**src/design/urtb_pkg.sv**
```systemverilog
// Shared types and constants for the UART receive/transmit ring buffers.
package urtb_pkg;

	localparam int unsigned RING_DEPTH_DEF = 256;

	typedef enum logic [1:0] {
		OP_HOST_PUT = 2'd0,
		OP_HOST_GET = 2'd1,
		OP_UART_RX  = 2'd2,
		OP_UART_TXR = 2'd3
	} op_t;

	typedef enum logic [1:0] {
		ST_OK    = 2'd0,
		ST_FULL  = 2'd1,
		ST_EMPTY = 2'd2
	} status_t;

	// per-ring control from the sequencer
	typedef struct packed {
		logic push;
		logic pop;
	} ring_cmd_t;

	// per-ring state toward the sequencer
	typedef struct packed {
		logic full;
		logic empty;
	} ring_stat_t;

endpackage

```
**src/design/urtb_ring.sv**
```systemverilog
// One byte ring: storage memory plus read and write pointers, one slot kept empty.
module urtb_ring #(
	parameter int unsigned RING_DEPTH = urtb_pkg::RING_DEPTH_DEF
) (
	input  logic                 clk,
	input  logic                 arst_n,
	input  urtb_pkg::ring_cmd_t  cmd,
	input  logic [7:0]           wr_data,
	output urtb_pkg::ring_stat_t stat,
	output logic [7:0]           rd_data
);

	localparam int unsigned PTR_W = (RING_DEPTH > 1) ? $clog2(RING_DEPTH) : 1;
	localparam logic [PTR_W-1:0] LAST = PTR_W'(RING_DEPTH - 1);

	logic [7:0]       mem [RING_DEPTH];
	logic [PTR_W-1:0] rd_ptr_q;
	logic [PTR_W-1:0] wr_ptr_q;
	logic [PTR_W-1:0] rd_next;
	logic [PTR_W-1:0] wr_next;
	logic [7:0]       rd_data_q;

	assign rd_next = (rd_ptr_q == LAST) ? '0 : rd_ptr_q + 1'b1;
	assign wr_next = (wr_ptr_q == LAST) ? '0 : wr_ptr_q + 1'b1;

	assign stat.full  = (wr_next == rd_ptr_q);
	assign stat.empty = (wr_ptr_q == rd_ptr_q);

	always_ff @(posedge clk or negedge arst_n) begin
		if (!arst_n) begin
			rd_ptr_q <= '0;
			wr_ptr_q <= '0;
		end else begin
			if (cmd.push && !stat.full)
				wr_ptr_q <= wr_next;
			if (cmd.pop && !stat.empty)
				rd_ptr_q <= rd_next;
		end
	end

	// storage: one write port, one registered read port
	always_ff @(posedge clk) begin
		if (cmd.push && !stat.full)
			mem[wr_ptr_q] <= wr_data;
		if (cmd.pop && !stat.empty)
			rd_data_q <= mem[rd_ptr_q];
	end

	assign rd_data = rd_data_q;

endmodule

```
**config.mk**
```make
export PLATFORM = sky130hd
export DESIGN_NAME = urtb_ring
export DESIGN_NICKNAME = d
export VERILOG_FILES = /design/src/design/urtb_pkg.sv /design/src/design/urtb_ring.sv
export SDC_FILE = /design/constraint.sdc
export NUM_CORES = 2
export LEC_CHECK = 0
export BUFFER_PORTS_ARGS = -buffer_cell sky130_fd_sc_hd__buf_2
export CORE_MARGIN = 2
export CORE_UTILIZATION = 45
export DETAILED_ROUTE_END_ITERATION = 8
export HOLD_SLACK_MARGIN = 0.03
export PLACE_DENSITY = 0.7
export SLEW_MARGIN = 20
export SYNTH_ARGS = -nofsm -noshare
export SYNTH_HDL_FRONTEND = slang
export SYNTH_SLANG_ARGS = --single-unit
export TNS_END_PERCENT = 30
```
**constraint.sdc**
```tcl
create_clock -name clk -period 4.3 [get_ports clk]
set_input_delay 0.43 -clock clk [delete_from_list [all_inputs] [get_ports clk]]
set_output_delay 0.43 -clock clk [all_outputs]
set_load 0.02 [all_outputs]
```
==> results_dict.tcl <==
set metrics [dict create \
    status "finished, final reports clean" \
    ir_drop_mv 0.473 \
    r2r-end "rd_data[6]" \
    nFillCells 13600 \
    cpMaxStageDelayCell "dfrtp_4" \
    worst-path-max-fanout 25 \
    final_layout_size_suffix_gt1_share_pct 27.5 \
    drtPass1Iterations 6 \
    wl_per_cell_um 31.5 \
    vias 42100 \
    fmax_ghz 0.235 \
    core-area_um2 178000 \
    via_per_inst 6.19 \
    setup_viol 0 \
    skew_ns 0.0657 \
    fin_crit_sh_pct 98.9 \
    clk_pin_slew_ns 0.07 \
    yosys_warnings 0 \
    synth-async-reset-ratio_pct 0.772 \
    cts_tree "done" \
    htreeDepth 4 \
    worst-endpoint-arrival_ns 4.85 \
    min_to "wr_ptr_q[5]" \
    rsz0062_at_grt "no" \
    antenna_left 0 \
    drv_slew 0 \
    hold_viol 0 \
    synth_top_area_cell "edfxtp_1" \
    grt_overflow_total 0 \
    worstSetupPathType "flop to flop" \
    syn_area_um2 80900 \
    dp_hpwl_mm 134 \
    die_h_um 428 \
    max_stage_delay_ns 0.92 \
    synth_seq_cells 2072 \
    p_leak_nw 29.4 \
    cts_max_path_buffers 3 \
    worst_hold_path_type "primary input to flop" \
    synth.distinct_cells 67 \
    final_util_pct 52.1 \
    synth_cells 3876 \
    endpoint_kind "flop" \
    cts_sinks 2072 \
    wl_mm 214 \
    crit_path_frequent_cell "o21ai_0" \
    hold_path_depth 4 \
    yosys_most_used_dff "edfxtp_1" \
    fin_nets 4307 \
    synth.area.top_cells "edfxtp_1 (76%), mux4_2 (13%), mux2i_1 (2.2%)" \
    crit_chain "buf_12 -> buf_4 -> mux4_2 -> mux2i_1 -> o21ai_0 -> a211oi_1 -> o21ai_0 -> a32o_1" \
    critPathLaunchType "flop" \
    area_delta_synth_final_pct 14.9 \
    grt.total_usage_pct 23.2 \
    first_iter_violations 6277 \
    setup_total_negative_slack_ns 0 \
    synth_nets 3893 \
    fin_crit_ns 4.25 \
    relSlewSlack_pct 25.7 \
    io_buffers 21 \
    cts-buffers-inserted 200 \
    grt_max_degree 126 \
    clock_latency_ns 0.85 \
    grt_pass1_wl_mm 306 \
    r2r_slack_ns 0.05 \
    regToRegStartpoint "rd_ptr_q[0]" \
    avgSynthCellArea_um2 20.9 \
    required_ns 4.90 \
    ios 22 \
    yosysSeqAreaShare_pct 76.8 \
    powerDensity_nw_per_um2 615 \
    multi_input_area_um2 17500 \
    antenna_found_initial 8 \
    hp-start "cmd[1]" \
    synth_edf_count 2056 \
    die_w_um 428 \
    r2r_cells 8 \
    gp_congestion 0.941 \
    rows 155 \
    clockRootBuffer "clkbuf_16" \
    maxCapViolCount 0 \
    yosysTopAreaCellShare_pct 76.3 \
    grt_pass1_vias 41700 \
    dieArea_um2 183000 \
    seq_area_um2 62200 \
    drc 0 \
    start_util_pct 45.3 \
    worstMarginPinSlew_ns 1.12 \
]
[metal layers]
layer / routed length, um / global-route usage (%) / up-vias
li1: - / - / 17000
met3: 24200 / 5.81 / 481
met5: 51 / 0 / -
met2: 99400 / 35.5 / 2604
met4: 10000 / 10.0 / 8
met1: 80600 / 31.9 / 22100
[cell type report]
cell class              instances  share of cell area, %
repair buffers                450                   4.18
diodes                          1                0.00269
well taps                    2355                   3.17
multi-input cells            1556                   18.8
clock buffers                 241                   5.55
clock inverters               124                   1.39
inverters                      10                 0.0404
flip-flops and latches       2072                   66.9
[synthesized netlist by cell type, types with 13 or more instances]
cell type,number
edfxtp_1,2056
mux4_2,457
nor2_1,284
mux2i_1,175
buf_2,95
clkbuf_1,84
a22oi_1,81
nand2_1,74
o21ai_0,65
a21oi_1,63
buf_4,37
nand3_1,36
a221oi_1,31
a211oi_1,30
o221ai_1,25
nor2b_1,22
o22ai_1,22
nor3_1,18
buf_6,16
dfrtp_1,16
a22o_1,13
[critical path: cells and delay by family, from the launching register on]
family,cells,cell delay (ns)
buf+inv,2,0.42
flops,1,0.92
compound gates,4,1.71
mux,2,0.89
[cell families after synthesis]
family,share of synthesized area [%]
AOI/OAI and AO/OA,3.44
and+or+nand+nor,2.81
buffers and inverters,1.65
muxes,15.0
adders and majority gates,0.0774
xor gates and xnor gates,0.206
DFF,76.8
[power breakdown]
part	switching, W	internal (W)
combinational	0.00994	0.00679
clock	0.00759	0.00979
sequential	0.000523	0.0225
total	0.0181	0.0391
[metrics by stage]
step                      instance area, um2  cells  hold slack, ns  setup WS (ns)  power, W
after floorplan                        80900   3876           0.134           1.12    0.0331
after global placement                 86500   6442           0.391          0.239    0.0399
after detailed placement               86500   6442           0.391          0.130    0.0400
after CTS                              92900   6808           0.102          0.103    0.0572
after global routing                   93000   6808           0.129          0.125    0.0587
final                                  93000   6809           0.142         0.0481    0.0572
[flip-flops by register name, indices dropped and copies added (netlist names)]
name	cells
mem	2048
rd_data	8
rd_ptr_q	8
wr_ptr_q	8
[what timing repair did]
item,in CTS,in global routing
gates resized for setup,0,1
setup endpoints to repair,0,1
buffers inserted,0,0
endpoints found under the hold margin,16,0
hold buffers,1,0
[layout by cell type, fill, tap and decap left out, drive strengths merged, types with 5 or more instances in the layout]
| cell | n |
|---|---|
| clkinv | 95 |
| nand2 | 75 |
| mux2i | 175 |
| nor3 | 18 |
| inv | 16 |
| nand3b | 5 |
| buf | 441 |
| a221oi | 31 |
| nand4 | 6 |
| dfrtp | 16 |
| o31ai | 6 |
| mux4 | 457 |
| a22oi | 81 |
| and2 | 12 |
| edfxtp | 2056 |
| mux2 | 6 |
| a22o | 13 |
| nand3 | 43 |
| clkbuf | 249 |
| a211oi | 30 |
| nor2 | 284 |
| o21ai | 65 |
| nor4 | 6 |
| a21oi | 64 |
| a311oi | 8 |
| a31oi | 6 |
| and3 | 5 |
| ha | 5 |
| nor2b | 22 |
| nand2b | 10 |
| xor2 | 7 |
| o221ai | 25 |
| bufinv | 20 |
| xnor2 | 12 |
| o22ai | 22 |
| o211ai | 11 |
[how the worst max path moves through the flow]
| stage | cells past startpoint | slack (ns) | from | end |
|---|---|---|---|---|
| after floorplan | 12 | 1.12 | wr_ptr_q[0] | mem[101][0] |
| after global routing | 8 | 0.12 | rd_ptr_q[0] | rd_data[4] |
| after global placement | 8 | 0.24 | rd_ptr_q[0] | rd_data[4] |
| after detailed placement | 8 | 0.13 | rd_ptr_q[0] | rd_data[0] |
| after CTS | 8 | 0.10 | rd_ptr_q[0] | rd_data[0] |
| final | 8 | 0.05 | rd_ptr_q[0] | rd_data[6] |
No activity file was read; power rests on OpenSTA's default activity.
